==> src/rtl/core/escape_run_length_codec_defines.svh <==
// Assertion macros used by the escape run-length codec command queue.
`ifndef ESCAPE_RUN_LENGTH_CODEC_DEFINES_SVH
`define ESCAPE_RUN_LENGTH_CODEC_DEFINES_SVH
`ifndef SYNTHESIS
`define ERLC_ASSERT(lbl, clk, rst_n, prop, msg) \
    lbl: assert property (@(posedge clk) disable iff (!rst_n) prop) else $error(msg);
`define ERLC_NEVER(lbl, clk, rst_n, cond, msg) \
    lbl: assert property (@(posedge clk) disable iff (!rst_n) !(cond)) else $error(msg);
`else
`define ERLC_ASSERT(lbl, clk, rst_n, prop, msg)
`define ERLC_NEVER(lbl, clk, rst_n, cond, msg)
`endif
`endif

==> src/rtl/core/erlc_pkg.sv <==
// Types, codes and helpers of the escape run-length codec.
package erlc_pkg;

    localparam int RUN_BITS   = 21;
    localparam int LIMIT_BITS = 24;
    localparam int CFG_DW     = 24;

    localparam logic [RUN_BITS-1:0] RUN_MAX = '1;

    localparam logic [1:0] STREAM_CHAR = 2'd0;
    localparam logic [1:0] STREAM_RUN  = 2'd1;
    localparam logic [1:0] STREAM_DATA = 2'd2;

    localparam logic [1:0] ST_OK    = 2'd0;
    localparam logic [1:0] ST_LIMIT = 2'd1;
    localparam logic [1:0] ST_ORDER = 2'd2;
    localparam logic [1:0] ST_TRUNC = 2'd3;

    localparam logic [1:0] REG_MODE  = 2'd0;
    localparam logic [1:0] REG_ESC   = 2'd1;
    localparam logic [1:0] REG_LIMIT = 2'd2;

    typedef struct packed {
        logic [7:0] in_byte;
        logic       stream_sel;
        logic       last;
    } in_word_t;

    typedef struct packed {
        logic [7:0]          out_byte;
        logic [1:0]          out_stream;
        logic [RUN_BITS-1:0] repeat_res;
        logic [1:0]          status;
        logic                end_mark;
    } out_word_t;

    typedef struct packed {
        logic                  decode_mode;
        logic [7:0]            escape_code;
        logic [LIMIT_BITS-1:0] decoded_limit;
    } cfg_t;

    // one unit of work for the back end: a run to expand or a finished word
    typedef struct packed {
        logic                valid;
        logic                is_run;
        logic [7:0]          byte_val;
        logic [1:0]          stream;
        logic [RUN_BITS-1:0] rep;
        logic [1:0]          status;
    } unit_t;

    typedef struct packed {
        unit_t a;
        unit_t b;
        logic  last;
    } cmd_t;

    function automatic unit_t make_run(input logic [7:0] c, input logic [RUN_BITS-1:0] r);
        unit_t u;
        u.valid    = 1'b1;
        u.is_run   = 1'b1;
        u.byte_val = c;
        u.stream   = STREAM_CHAR;
        u.rep      = r;
        u.status   = ST_OK;
        return u;
    endfunction

    function automatic unit_t make_word(input logic [7:0] c, input logic [RUN_BITS-1:0] r,
                                        input logic [1:0] st);
        unit_t u;
        u.valid    = 1'b1;
        u.is_run   = 1'b0;
        u.byte_val = c;
        u.stream   = STREAM_DATA;
        u.rep      = r;
        u.status   = st;
        return u;
    endfunction

endpackage

==> src/rtl/core/erlc_front.sv <==
// Front end: run grouping for encode, stream parsing and limit check for decode.
module erlc_front (
    input  logic              clk,
    input  logic              rst_n,
    input  erlc_pkg::cfg_t    cfg,
    input  erlc_pkg::in_word_t word,
    input  logic              accept,
    output erlc_pkg::cmd_t    cmd,
    output logic              cmd_push
);
    import erlc_pkg::*;

    localparam logic [1:0] PH_CHAR  = 2'd0;
    localparam logic [1:0] PH_COUNT = 2'd1;
    localparam logic [1:0] PH_BYTE  = 2'd2;

    logic [7:0]            run_char_reg, run_char_next;
    logic [RUN_BITS-1:0]   run_count_reg, run_count_next;
    logic [RUN_BITS-1:0]   varint_acc_reg, varint_acc_next;
    logic [1:0]            phase_reg, phase_next;
    logic [LIMIT_BITS-1:0] produced_reg, produced_next;

    unit_t                 ua, ub;
    logic                  del_en;
    logic [7:0]            del_byte;
    logic [RUN_BITS-1:0]   del_rep;
    logic [LIMIT_BITS:0]   sum;
    logic [RUN_BITS-1:0]   acc_new;

    always_comb
    begin
        run_char_next   = run_char_reg;
        run_count_next  = run_count_reg;
        varint_acc_next = varint_acc_reg;
        phase_next      = phase_reg;
        produced_next   = produced_reg;
        ua              = '0;
        ub              = '0;
        del_en          = 1'b0;
        del_byte        = word.in_byte;
        del_rep         = RUN_BITS'(1);
        sum             = '0;
        acc_new         = '0;
        if (!cfg.decode_mode)
        begin
            if (run_count_reg != '0 && word.in_byte == run_char_reg && run_count_reg != RUN_MAX)
            begin
                run_count_next = run_count_reg + RUN_BITS'(1);
            end
            else
            begin
                if (run_count_reg != '0)
                begin
                    ua = make_run(run_char_reg, run_count_reg);
                end
                run_char_next  = word.in_byte;
                run_count_next = RUN_BITS'(1);
            end
            if (word.last)
            begin
                ub             = make_run(run_char_next, run_count_next);
                run_count_next = '0;
            end
        end
        else
        begin
            case (phase_reg)
                PH_COUNT:
                begin
                    if (!word.stream_sel)
                    begin
                        ua = make_word(8'd0, '0, ST_ORDER);
                    end
                    else
                    begin
                        if (varint_acc_reg > (RUN_MAX >> 7))
                            acc_new = RUN_MAX;
                        else
                            acc_new = {varint_acc_reg[RUN_BITS-8:0], word.in_byte[6:0]};
                        varint_acc_next = acc_new;
                        if (!word.in_byte[7])
                        begin
                            if (acc_new == RUN_BITS'(1))
                            begin
                                del_en          = 1'b1;
                                del_byte        = cfg.escape_code;
                                varint_acc_next = '0;
                                phase_next      = PH_CHAR;
                            end
                            else
                            begin
                                phase_next = PH_BYTE;
                            end
                        end
                    end
                end
                PH_BYTE:
                begin
                    if (word.stream_sel)
                    begin
                        ua = make_word(8'd0, '0, ST_ORDER);
                    end
                    else
                    begin
                        del_en          = (varint_acc_reg != '0);
                        del_rep         = varint_acc_reg;
                        varint_acc_next = '0;
                        phase_next      = PH_CHAR;
                    end
                end
                default:
                begin
                    if (word.stream_sel)
                    begin
                        ua = make_word(8'd0, '0, ST_ORDER);
                    end
                    else if (word.in_byte == cfg.escape_code)
                    begin
                        varint_acc_next = '0;
                        phase_next      = PH_COUNT;
                    end
                    else
                    begin
                        del_en = 1'b1;
                    end
                end
            endcase
            if (del_en)
            begin
                sum = {1'b0, produced_reg} + (LIMIT_BITS+1)'(del_rep);
                if (sum > {1'b0, cfg.decoded_limit})
                begin
                    ua = make_word(del_byte, '0, ST_LIMIT);
                end
                else
                begin
                    ua            = make_word(del_byte, del_rep, ST_OK);
                    produced_next = sum[LIMIT_BITS-1:0];
                end
            end
            if (word.last)
            begin
                if (phase_next != PH_CHAR)
                    ub = make_word(8'd0, '0, ST_TRUNC);
                phase_next      = PH_CHAR;
                varint_acc_next = '0;
                produced_next   = '0;
            end
        end
        // keep the first slot filled
        if (!ua.valid)
        begin
            ua = ub;
            ub = '0;
        end
        cmd.a    = ua;
        cmd.b    = ub;
        cmd.last = word.last;
        cmd_push = accept && ua.valid;
    end

    always_ff @(posedge clk or negedge rst_n)
    begin
        if (!rst_n)
        begin
            run_char_reg   <= '0;
            run_count_reg  <= '0;
            varint_acc_reg <= '0;
            phase_reg      <= PH_CHAR;
            produced_reg   <= '0;
        end
        else if (accept)
        begin
            run_char_reg   <= run_char_next;
            run_count_reg  <= run_count_next;
            varint_acc_reg <= varint_acc_next;
            phase_reg      <= phase_next;
            produced_reg   <= produced_next;
        end
    end

endmodule

==> src/rtl/core/erlc_fifo.sv <==
// Command queue between front and back end.
`include "escape_run_length_codec_defines.svh"
module erlc_fifo #(
    parameter int WIDTH = 8,
    parameter int DEPTH = 4
) (
    input  logic             clk,
    input  logic             rst_n,
    input  logic             push,
    input  logic [WIDTH-1:0] push_data,
    input  logic             pop,
    output logic [WIDTH-1:0] head_data,
    output logic             not_empty,
    output logic             full
);
    localparam int AW = (DEPTH > 1) ? $clog2(DEPTH) : 1;

    logic [WIDTH-1:0] mem_reg [DEPTH];
    logic [AW-1:0]    rd_ptr_reg, wr_ptr_reg;
    logic [AW:0]      count_reg;

    assign head_data = mem_reg[rd_ptr_reg];
    assign not_empty = (count_reg != '0);
    assign full      = (count_reg == (AW+1)'(DEPTH));

    always_ff @(posedge clk)
    begin
        if (push)
            mem_reg[wr_ptr_reg] <= push_data;
    end

    always_ff @(posedge clk or negedge rst_n)
    begin
        if (!rst_n)
        begin
            rd_ptr_reg <= '0;
            wr_ptr_reg <= '0;
            count_reg  <= '0;
        end
        else
        begin
            if (push)
                wr_ptr_reg <= (wr_ptr_reg == AW'(DEPTH-1)) ? '0 : wr_ptr_reg + AW'(1);
            if (pop)
                rd_ptr_reg <= (rd_ptr_reg == AW'(DEPTH-1)) ? '0 : rd_ptr_reg + AW'(1);
            if (push && !pop)
                count_reg <= count_reg + (AW+1)'(1);
            else if (pop && !push)
                count_reg <= count_reg - (AW+1)'(1);
        end
    end

    `ERLC_NEVER(a_push_full, clk, rst_n, push && full, "word pushed into full queue")
    `ERLC_NEVER(a_pop_empty, clk, rst_n, pop && !not_empty, "pop from empty queue")
    `ERLC_ASSERT(a_empty_ptrs, clk, rst_n, (count_reg == '0) |-> (rd_ptr_reg == wr_ptr_reg), "queue pointers disagree with count")
endmodule

==> src/rtl/core/erlc_back.sv <==
// Back end: expands queued commands into output words, one per cycle unless the output stalls.
module erlc_back (
    input  logic                clk,
    input  logic                rst_n,
    input  erlc_pkg::cfg_t      cfg,
    input  erlc_pkg::cmd_t      head,
    input  logic                head_valid,
    output logic                pop,
    output logic                out_valid,
    input  logic                out_ready,
    output erlc_pkg::out_word_t out_word
);
    import erlc_pkg::*;

    logic                sel_reg, sel_next;
    logic [2:0]          step_reg, step_next;
    logic                out_valid_reg;
    out_word_t           out_word_reg, word;

    unit_t               u;
    logic [2:0]          ndig, dig;
    logic                escform, tail, unit_last, entry_last, fire;
    logic [6:0]          digit;

    always_comb
    begin
        u       = sel_reg ? head.b : head.a;
        ndig    = (u.rep[RUN_BITS-1:14] != '0) ? 3'd3 :
                  (u.rep[RUN_BITS-1:7] != '0) ? 3'd2 : 3'd1;
        escform = (u.rep >= RUN_BITS'(3)) || (u.byte_val == cfg.escape_code);
        tail    = (u.byte_val != cfg.escape_code) || (u.rep > RUN_BITS'(1));
        dig     = ndig - step_reg;
        case (dig[1:0])
            2'd0:    digit = u.rep[6:0];
            2'd1:    digit = u.rep[13:7];
            default: digit = u.rep[20:14];
        endcase
        word.out_byte   = u.byte_val;
        word.out_stream = STREAM_CHAR;
        word.repeat_res = RUN_BITS'(1);
        word.status     = ST_OK;
        if (!u.is_run)
        begin
            word.out_stream = u.stream;
            word.repeat_res = u.rep;
            word.status     = u.status;
            unit_last       = 1'b1;
        end
        else if (escform)
        begin
            if (step_reg == 3'd0)
            begin
                word.out_byte = cfg.escape_code;
            end
            else if (step_reg <= ndig)
            begin
                word.out_byte   = {step_reg != ndig, digit};
                word.out_stream = STREAM_RUN;
            end
            unit_last = (step_reg == ndig + {2'b00, tail});
        end
        else
        begin
            unit_last = (step_reg == u.rep[2:0] - 3'd1);
        end
        entry_last    = unit_last && (sel_reg || !head.b.valid);
        word.end_mark = head.last && entry_last;
        fire          = head_valid && (!out_valid_reg || out_ready);
        pop           = fire && entry_last;
        sel_next      = sel_reg;
        step_next     = step_reg;
        if (fire)
        begin
            if (entry_last)
            begin
                sel_next  = 1'b0;
                step_next = 3'd0;
            end
            else if (unit_last)
            begin
                sel_next  = 1'b1;
                step_next = 3'd0;
            end
            else
            begin
                step_next = step_reg + 3'd1;
            end
        end
    end

    always_ff @(posedge clk or negedge rst_n)
    begin
        if (!rst_n)
        begin
            sel_reg       <= 1'b0;
            step_reg      <= 3'd0;
            out_valid_reg <= 1'b0;
        end
        else
        begin
            sel_reg  <= sel_next;
            step_reg <= step_next;
            if (fire)
                out_valid_reg <= 1'b1;
            else if (out_ready)
                out_valid_reg <= 1'b0;
        end
    end

    always_ff @(posedge clk)
    begin
        if (fire)
            out_word_reg <= word;
    end

    assign out_valid = out_valid_reg;
    assign out_word  = out_word_reg;

endmodule

==> src/rtl/core/escape_run_length_codec.sv <==
// Escape run-length codec top level: config registers, front end, queue, back end.
// Usage:
//   req channel (req_valid/req_ready/req_word) takes one byte word per cycle while req_ready is high.
//   Encode (decode_mode 0): plain bytes in; coded words out on the character
//   stream (0) and the big-endian base-128 run count stream (1).
//   Decode (decode_mode 1): tagged coded bytes in; decoded byte plus repeat
//   count out, with status for limit, stream order and truncated block.
//   rsp channel (rsp_valid/rsp_ready/rsp_word) gives one result word a cycle while rsp_ready is high;
//   end_mark flags the last word caused by a word with last set.
//   Config writes (cfg_we, cfg_index, cfg_data) only while the codec is idle.
// Timing: the first result of a word passes through the command queue and the
//   output register. Input rate is one word per cycle while the command queue
//   has room; a word can expand to up to seven results, and the single output
//   register issues one result a cycle while rsp_ready is high, so bursts fill
//   the FIFO_DEPTH-entry queue.
// Reset: run, varint and limit state clear, queue empties, registers return
//   to encode mode, escape 255 and the full decode limit.
// When the receiver stalls the output word holds, the queue fills, and then
//   req_ready drops until space frees up.
module escape_run_length_codec #(
    parameter int FIFO_DEPTH = 4
) (
    input  logic                             clk,
    input  logic                             rst_n,
    input  logic                             req_valid,
    output logic                             req_ready,
    input  erlc_pkg::in_word_t               req_word,
    output logic                             rsp_valid,
    input  logic                             rsp_ready,
    output erlc_pkg::out_word_t              rsp_word,
    input  logic                             cfg_we,
    input  logic [1:0]                       cfg_index,
    input  logic [erlc_pkg::CFG_DW-1:0]      cfg_data
);
    import erlc_pkg::*;

    cfg_t   cfg_reg;
    cmd_t   push_cmd, head_cmd;
    logic   push, pop, head_valid, full, accept;

    assign req_ready = !full;
    assign accept    = req_valid && req_ready;

    always_ff @(posedge clk or negedge rst_n)
    begin
        if (!rst_n)
        begin
            cfg_reg.decode_mode   <= 1'b0;
            cfg_reg.escape_code   <= 8'hFF;
            cfg_reg.decoded_limit <= '1;
        end
        else if (cfg_we)
        begin
            case (cfg_index)
                REG_MODE:  cfg_reg.decode_mode   <= cfg_data[0];
                REG_ESC:   cfg_reg.escape_code   <= cfg_data[7:0];
                REG_LIMIT: cfg_reg.decoded_limit <= cfg_data[LIMIT_BITS-1:0];
                default:   ;
            endcase
        end
    end

    erlc_front u_front (
        .clk      (clk),
        .rst_n    (rst_n),
        .cfg      (cfg_reg),
        .word     (req_word),
        .accept   (accept),
        .cmd      (push_cmd),
        .cmd_push (push)
    );

    erlc_fifo #(
        .WIDTH ($bits(cmd_t)),
        .DEPTH (FIFO_DEPTH)
    ) u_fifo (
        .clk       (clk),
        .rst_n     (rst_n),
        .push      (push),
        .push_data (push_cmd),
        .pop       (pop),
        .head_data (head_cmd),
        .not_empty (head_valid),
        .full      (full)
    );

    erlc_back u_back (
        .clk        (clk),
        .rst_n      (rst_n),
        .cfg        (cfg_reg),
        .head       (head_cmd),
        .head_valid (head_valid),
        .pop        (pop),
        .out_valid  (rsp_valid),
        .out_ready  (rsp_ready),
        .out_word   (rsp_word)
    );

endmodule

==> config.mk <==
export PLATFORM = sky130hd
export DESIGN_NAME = escape_run_length_codec
export DESIGN_NICKNAME = d
export VERILOG_FILES = /design/src/rtl/core/erlc_pkg.sv /design/src/rtl/core/erlc_front.sv /design/src/rtl/core/erlc_fifo.sv /design/src/rtl/core/erlc_back.sv /design/src/rtl/core/escape_run_length_codec.sv
export VERILOG_INCLUDE_DIRS = /design/src /design/src/rtl/core
export SDC_FILE = /design/constraint.sdc
export NUM_CORES = 1
export LEC_CHECK = 0
export BUFFER_PORTS_ARGS = -buffer_cell sky130_fd_sc_hd__buf_4
export CORE_UTILIZATION = 55
export CTS_CLUSTER_DIAMETER = 120
export CTS_CLUSTER_SIZE = 16
export DETAILED_ROUTE_END_ITERATION = 10
export GPL_TIMING_DRIVEN = 0
export PLACE_DENSITY_LB_ADDON = 0.2
export RECOVER_POWER = 50
export SYNTH_ARGS = -nofsm -noshare
export SYNTH_HDL_FRONTEND = slang
export SYNTH_SLANG_ARGS = --single-unit
==> constraint.sdc <==
create_clock -name clk -period 6.3 [get_ports clk]
set_input_delay 0.63 -clock clk [delete_from_list [all_inputs] [get_ports clk]]
set_output_delay 0.63 -clock clk [all_outputs]
set_load 0.005 [all_outputs]
# Word level (Yosys, flattened, before mapping)
# Memories as Yosys holds them, arrays and structs flattened.
# Cells that the tools add are included.
# word_totals
memories,1
wordCells,178
input_bits,41
ramBits,284
ff_bits,155
# op_classes
n_mux,80
reduce_logical,41
n_lt_le_gt_ge,5
n_eq_ne,21
bitwise,1
add_sub_neg,10
# mem_list
memory,depth,word_bits,rd,rd_clocked_by_memory_dff,wr,line_no,text
u_fifo.mem_reg,4,71,1,0,1,erlc_fifo.sv:18,logic [WIDTH-1:0] mem_reg [DEPTH];
# op_table
op,n
35-bit two-way mux,13
21-bit two-way mux,16
24-bit two-way mux,3
8-bit two-way mux,7
21-bit one-hot mux with 2 select lines,1
21-bit nonzero test,2
34-bit two-way mux,1
2-bit two-way mux,14
24-bit by 21-bit adder with 25-bit output,1
25-bit by 24-bit > comparator with 1-bit output,1
8-bit == test,3
23-bit two-way mux,1
"21-bit by 1-bit adder with 21-bit output, second input constant",1
"21-bit by 1-bit == test with 1-bit output, second input constant",1
"21-bit by 2-bit greater-or-equal comparator with 1-bit output, second input constant",1
"21-bit by 1-bit > comparator with 1-bit output, second input constant",1
"21-bit by 14-bit > comparator with 1-bit output, second input constant",1
"21-bit inequality test, second input constant",1
10-bit two-way mux,2
1-bit two-way mux,15
7-bit one-hot mux with 2 select lines,1
14-bit nonzero test,1
3-bit two-way mux,4
2-bit AND reduction,6
29 further kinds,60

# Logic depth before layout (Yosys ltp)
# Gate-level depths: netlist of the first run.
# logic_depth
word_depth,21
depth_mapped,29
ltp_nobuf,27

# Modules after synthesis
# A second synthesis of the first run with hierarchy kept.
# hier_totals
cells_unflattened,1630
hier_area_um2,21747.1
# modules_own_cells
module,instances,area_per_inst_um2,cells_per_inst
erlc_fifo,1,10734.0,408
erlc_front,1,6925.4,887
erlc_back,1,2703.8,262
escape_run_length_codec,1,1383.8,73

# Least setup slack after synthesis of the first run
# Ideal clock, no wire load.
# synth_timing
path_type,input to register
start,input port req_word[1] in the netlist's numbering
end,"memory u_fifo.mem_reg[0][50] in the netlist's numbering, data pin"
n_path_buf,4
stages,26
setup_time_ns,0.190
arrival_ns,5.375
slack_ns,0.735
cell_sequence,buf_1 > nor2_1 > clkbuf_1 > clkbuf_1 > and2_1 > ha_1 > inv_1 > o21ai_0 > a31oi_1 > o21ai_0 > a31oi_1 > nor3_1 > a31oi_1 > nor2_1 > xor2_1 > ha_1 > nand3_1 > nor2_1 > nand2_1 > nor4_1 > nor2_1 > o2bb2ai_1 > nor4_2 > clkbuf_1 > nand2_1 > o211ai_1
# synth_lines
item,line_no,text
from (decl),escape_run_length_codec.sv:27,"input erlc_pkg::in_word_t req_word,"
to (decl),erlc_fifo.sv:18,

==> qor.yml, run 1 <==
status: "complete, but fails checks"
violations: "max-capacitance violations, max-slew violations"
criticalPathCategory: "flop to flop"
coreArea_mm2: 0.0367
r2r-start: "u_front.phase_reg[0]"
tightest_slew_ns: 3.10
synthTopCellsByArea: "edfxtp_1 (43%), dfrtp_1 (11%), mux4_2 (6.2%), dfstp_2 (4.1%), ha_1 (3.9%)"
yosysTopAreaCellShare: 0.435
regToRegSetupSlack_ns: 0.34
path_buf_inv: 7
post-route-drc-count: 0
drtAntennaViolNets: 0
finalSetupViolCount: 0
antenna_found_initial: 1
vdd_ir_drop_max_mv: 0.214
final_util: 0.628
holdBufCountCts: 0
cp_slowest_cell: "a222oi_1"
fillers: 2812
grt_pass1_wl_um: 79100
synthDistinctLibCells: 86
synth_edf_count: 298
area_delta_synth_final_pct: 12.1
maxSlewHeadroom: -1.07
grtUsageTotal: 0.272
grt_pass1_vias: 13700
ys_ff_latch: 419
cts.clk_slew.worst_paths_ns: 0.08
arrival_ns: 6.23
critPathRequiredTime_ns: 6.57
fin_crit_sh: 0.947
slowest_delay_ns: 0.59
powerDensity_mw_per_mm2: 388
placed_area_mm2: 0.0222
first_pass_iters: 6
final_area_mm2: 0.0231
netlist_instances: 1609
ys.flop_type: "edfxtp_1"
async_reset_ff_frac: 0.289
grt_overflow_total: 0
ys_seq_area_frac: 0.584
drt_iter0_drc: 1340
path_max_fanout: 10
cts_root_buf: "clkbuf_16"
worstRegToRegCells: 28
slew_viol_final: 124
yosys.area.top_type: "edfxtp_1"
wl_um: 51300
port_buffers: 74
whs_path_depth: 2
via_per_inst: 6.09
fp.dieArea_mm2: 0.0382
cellLeakagePower_nw: 9.03
largest_register_ffs: 264
final_hold_viol_count: 0
initial_utilization: 0.561
numCtsBuffers: 30
crit_family: "compound AO/OA/AOI/OAI gates"
synth_area_mm2: 0.0206
antenna_cells: 0
hold_end: "cfg_reg[19]"
cp-end-kind: "flop"
critPathLaunchType: "flop"
dieHeight_um: 195
htree_levels: 1
rows: 70
hpwl_um: 37000
r2r_end: "u_fifo.mem_reg[3][54]"
clock_skew_ns: 0.0254
hp-class: "input pin to flop"
syn-mean-instance-area_um2: 12.8
synth.most_common_cell: "edfxtp_1"
period_needed_ns: 5.96
yosysWarningCount: 0
vias: 13900
hold_path.startpoint: "cfg_data[19]"
ctsLongestPathBuffers: 3
clk_latency_ns: 0.59
ioPinCount: 77
netlist_top_cells_count: "edfxtp_1 (298), nand2_1 (170), o21ai_0 (109)"
layout-drive-gt1-share: 0.155
cts_tree: "yes"
cap_violations: 2
wl_per_cell_um: 22.4
grt_max_degree: 68
timing.fmax_ghz: 0.168
gp_congestion: 0.898
die_w_um: 195
fin_nets: 1907
cts_sinks: 419
layout by cell type (no fill, tap or decap), types with 14 or more instances in the layout:
cell type	n
a21o_1	24
a21oi_1	58
a22o_1	29
a22oi_1	24
and2_1	24
and3_1	15
buf_4	38
clkbuf_1	77
clkbuf_16	31
clkbuf_4	37
conb_1	80
dfrtp_1	89
dfstp_2	31
edfxtp_1	298
ha_1	64
inv_1	61
mux2_2	34
mux2i_1	32
mux4_2	57
nand2_1	170
nand2b_1	20
nand3_1	20
nor2_1	74
nor2b_1	14
nor3_1	18
nor4_1	14
o211ai_1	18
o21ai_0	105
o22ai_1	17
xnor2_1	31
xor2_1	23
per-stage QoR:
step	total power (W)	std cells	worst slack [ns]	hold WS (ns)	setup TNS, ns
floorplan	0.00597	1688	0.735	0.334	0
global placement	0.00705	2230	-1.29	0.477	-208.03
detailed placement	0.00715	2235	-1.44	0.488	-90.26
CTS	0.00900	2291	0.0843	0.0130	0
global route	0.00936	2291	-0.0501	0.268	-0.531
finish	0.00895	2291	0.335	0.277	0
cells by family (layout without fill, tap and decap cells):
logic type,count (synthesis),after routing,share of synthesized area
fa+ha+maj,66,66,0.0409
xor+xnor,54,54,0.0230
other cells,1,80,0.000182
buf+inv,139,274,0.0281
compound gates,357,357,0.115
flops,419,419,0.584
simple gates,441,441,0.107
mux,132,132,0.102
final cells by class:
| type | instances | area (um2) | share of cell area |
|---|---|---|---|
| clock inverter | 1 | 16.3 | 0.000705 |
| tap | 468 | 586 | 0.0254 |
| inverter | 64 | 240 | 0.0104 |
| buffer | 74 | 347 | 0.0150 |
| sequential | 419 | 12000 | 0.521 |
| clock buffer | 54 | 862 | 0.0374 |
| multi-input combinational | 1130 | 8330 | 0.361 |
| timing repair buffer | 81 | 663 | 0.0288 |
worst reg2reg max path: cells and delay by family, from the launching register on:
kind,cells,cell delay (ns)
buffers and inverters,7,1.20
AND/OR/NAND/NOR,10,1.19
flip-flops,1,0.37
adder cells (fa/ha/maj),3,0.84
XOR/XNOR,1,0.22
AO/OA/AOI/OAI,7,1.85
worst max path at each step:
stage,startpoint,to,cells past startpoint
2_1_floorplan,req_word[1],u_fifo.mem_reg[0][50],26
3_3_place_gp,req_word[1],u_fifo.mem_reg[0][58],25
3_5_place_dp,req_word[1],u_fifo.mem_reg[2][58],27
4_1_cts,u_front.phase_reg[0],u_fifo.mem_reg[3][54],28
5_1_grt,u_front.phase_reg[0],u_fifo.mem_reg[2][50],28
6_report,u_front.phase_reg[0],u_fifo.mem_reg[3][54],28
where the power goes:
group	switching [W]	internal, W	total (W)
combinational	0.00193	0.00127	0.00321
clock	0.000939	0.000924	0.00186
sequential	0.000244	0.00364	0.00388
metal layers:
metal  global-route usage  vias to the layer above  part of all wire
met4                0.113                        0             0.042
met5                    0                        -                 0
li1                     -                     6384                 -
met3               0.0501                      121             0.080
met2                0.432                      572              0.47
met1                0.372                     6867              0.41
repair_timing:
| action | CTS | global route |
|---|---|---|
| setup buffers | 1 | 1 |
| gates resized for setup | 10 | 20 |
| pin swaps | 2 | 3 |
| hold endpoints to repair | 0 | 0 |
| setup endpoints to repair | 96 | 109 |
Note: power is estimated with default switching activity, not from simulation.
==> run 2: changes to the inputs <==
Clock period 6.3 ns to 7.64 ns, I/O delays scaled along.
==> run 2 against run 1 <==
  * The run still ends with max-capacitance violations, max-slew violations left
  * Clock power is 18% lower
  * Largest cell class unchanged
  * Sequential power shrank 18%
  * Via count is 0.34% higher
  * Die area unchanged
  * Core utilization down 0.20 points
  * Flip-flop and latch count unchanged
  * Critical path type unchanged
  * Global-route usage barely moved
  * Combinational power decreased by 18%
  * Register-to-register slack better by 0.07 ns
  * Maximum frequency is 18% lower
  * Power decreased by 18%
==> qor.yml, run 2 (synthesis gave the netlist of run 1 again) <==
status: "complete, but fails checks"
violations: "max-capacitance violations, max-slew violations"
period_needed_ns: 7.24  # +1.27 ns
final_hold_viol_count: 0  # unchanged
port_buffers: 74  # unchanged
post-route-drc-count: 0  # unchanged
antenna_found_initial: 1  # unchanged
cts.clk_slew.worst_paths_ns: 0.08  # about the same
hpwl_um: 37000  # unchanged
layout-drive-gt1-share: 0.143  # -0.0121
holdBufCountCts: 0  # unchanged
initial_utilization: 0.561  # unchanged
wl_um: 51200  # about the same
ctsLongestPathBuffers: 3  # unchanged
tns_ns: 0  # unchanged
timing.fmax_ghz: 0.138  # -18%
final_cell_mix: "edfxtp_1 (298), nand2_1 (171), o21ai_0 (109)"
via_per_inst: 6.10  # +0.30%
dieHeight_um: 195  # unchanged
largest_register_ffs: 264  # unchanged
htree_levels: 1  # unchanged
grtUsageTotal: 0.272  # about the same
cts_root_buf: "clkbuf_16"
numCtsBuffers: 30  # unchanged
cellLeakagePower_nw: 8.99  # -0.49%
grt_setup_unrepaired: "no"
wl_per_cell_um: 22.3  # -0.13%
place_ws_ns: -0.231  # +1.21 ns
fin_nets: 1908  # +0.052%
gp_congestion: 0.898  # unchanged
layout_commonest_cell: "edfxtp_1"
clock_skew_ns: 0.0226  # -0.00285 ns
vdd_ir_drop_max_mv: 0.175  # -18%
worstRegToRegCells: 21  # -25%
cts_tree: "yes"
finalSetupViolCount: 0  # unchanged
rows: 70  # unchanged
fin_crit_sh: 0.947  # about the same
whs_path_depth: 2  # unchanged
setup_ws_ns: 0.403  # +0.0677 ns
maxSlewHeadroom: -1.49  # -0.428
grt_pass1_vias: 13700  # -0.20%
grt_max_degree: 68  # unchanged
final_area_mm2: 0.0230  # -0.32%
tightest_slew_ns: 3.74  # +0.641 ns
antenna_cells: 0  # unchanged
vias: 14000  # +0.34%
critPathLaunchType: "flop"
drtAntennaViolNets: 0  # unchanged
dr.max_layer_used: "met4"
coreArea_mm2: 0.0367  # unchanged
cp-end-kind: "flop"
die_w_um: 195  # unchanged
m1WireLength_um: 21000  # about the same
criticalPathCategory: "flop to flop"
path_max_fanout: 10  # unchanged
cts_sinks: 419  # unchanged
wl_met2_um: 24100  # +0.32%
critPathRequiredTime_ns: 8.11  # +1.54 ns
whs_ns: 0.412  # +0.135 ns
slew_viol_final: 164  # +32%
cap_violations: 3  # +1
hp-class: "input pin to flop"
grt_overflow_total: 0  # unchanged
grt_pass1_wl_um: 79100  # about the same
ioPinCount: 77  # unchanged
placed_area_mm2: 0.0222  # unchanged
powerDensity_mw_per_mm2: 321  # -17%
first_pass_iters: 6  # unchanged
drt_iter0_drc: 1302  # -2.8%
arrival_ns: 7.70  # +1.47 ns
fp.dieArea_mm2: 0.0382  # unchanged
clk_latency_ns: 0.58  # about the same
wl_met3_um: 4180  # +2.1%
area_delta_synth_final_pct: 11.7
==> run 2: cell types whose count changed in the layout (fill, tap and decap cells not counted), moves of 2 or more <==
cell	delta
a21oi_2	-2
o21ai_2	-3
o21ai_0	+4
clkbuf_1	+10
a21oi_1	+2
clkbuf_2	-4
clkbuf_4	-3
a31oi_2	-2
a31oi_1	+2
==> run 2: final cells by class <==
class                           instances  area [um2]
Buffer                                 75         323
Clock buffer                           54         862
Clock inverter                          1        16.3
Fill cell                            2819       13700
Inverter                               64         240
Multi-Input combinational cell       1130        8280
Sequential cell                       419       12000
Tap cell                              468         586
Timing Repair Buffer                   81         662
==> run 2: critical path, stage by stage, from the launching register on <==
cell and delay (ns):
dfrtp_1 0.38, buf_6 0.19, buf_6 0.18, clkbuf_1 0.73, clkbuf_1 0.57, clkbuf_1 0.89
a21boi_0 0.28, o211ai_1 0.11, a21oi_1 0.42, nand2_1 0.29, or3_1 0.38, ha_1 0.25
nand2b_1 0.17, a2111oi_0 0.47, nor2_1 0.07, nor4bb_1 0.16, o31ai_4 0.40, nand3b_4 0.16
ha_1 0.28, inv_1 0.08, fa_1 0.40, mux2_2 0.27
==> run 2: worst paths after layout <==
path | start | endpoint | slack, ns
min | cfg_data[19] | cfg_reg[19] | 0.41
max reg2reg | u_fifo.rd_ptr_reg[0] | u_fifo.count_reg[1] | 0.40
min in group asynchronous | rst_n | u_fifo.count_reg[2] | 1.19
min reg2reg | u_back.out_valid | u_back.out_valid | 0.50
max in group asynchronous | rst_n | u_front.produced_reg[12] | 1.69
max | u_fifo.rd_ptr_reg[0] | u_fifo.count_reg[1] | 0.40
==> run 2: what timing repair did <==
action                                  CTS  global route
resized for setup                         0             2
buffers inserted                          0             2
endpoints found under the setup margin    0            64
==> run 2: metrics by stage <==
stage,utilization,power (W),std cells
floorplan,-,0.00492,1688
global placement,0.600,0.00581,2230
detailed placement,0.604,0.00590,2235
CTS,0.628,0.00742,2290
global route,0.626,0.00771,2292
finish,0.626,0.00737,2292
==> run 2: report_power, final <==
group	internal, W	switching [W]	total (W)	leakage [nW]
clock network	0.000762	0.000772	0.00153	0.416
logic	0.00104	0.00159	0.00263	4.25
registers	0.00300	0.000201	0.00320	4.32
==> run 2: metal layers <==
metal	global-route usage	vias to the layer above
met3	0.0504	104
met2	0.433	610
met4	0.111	0
met5	0	-
met1	0.371	6883
li1	-	6395
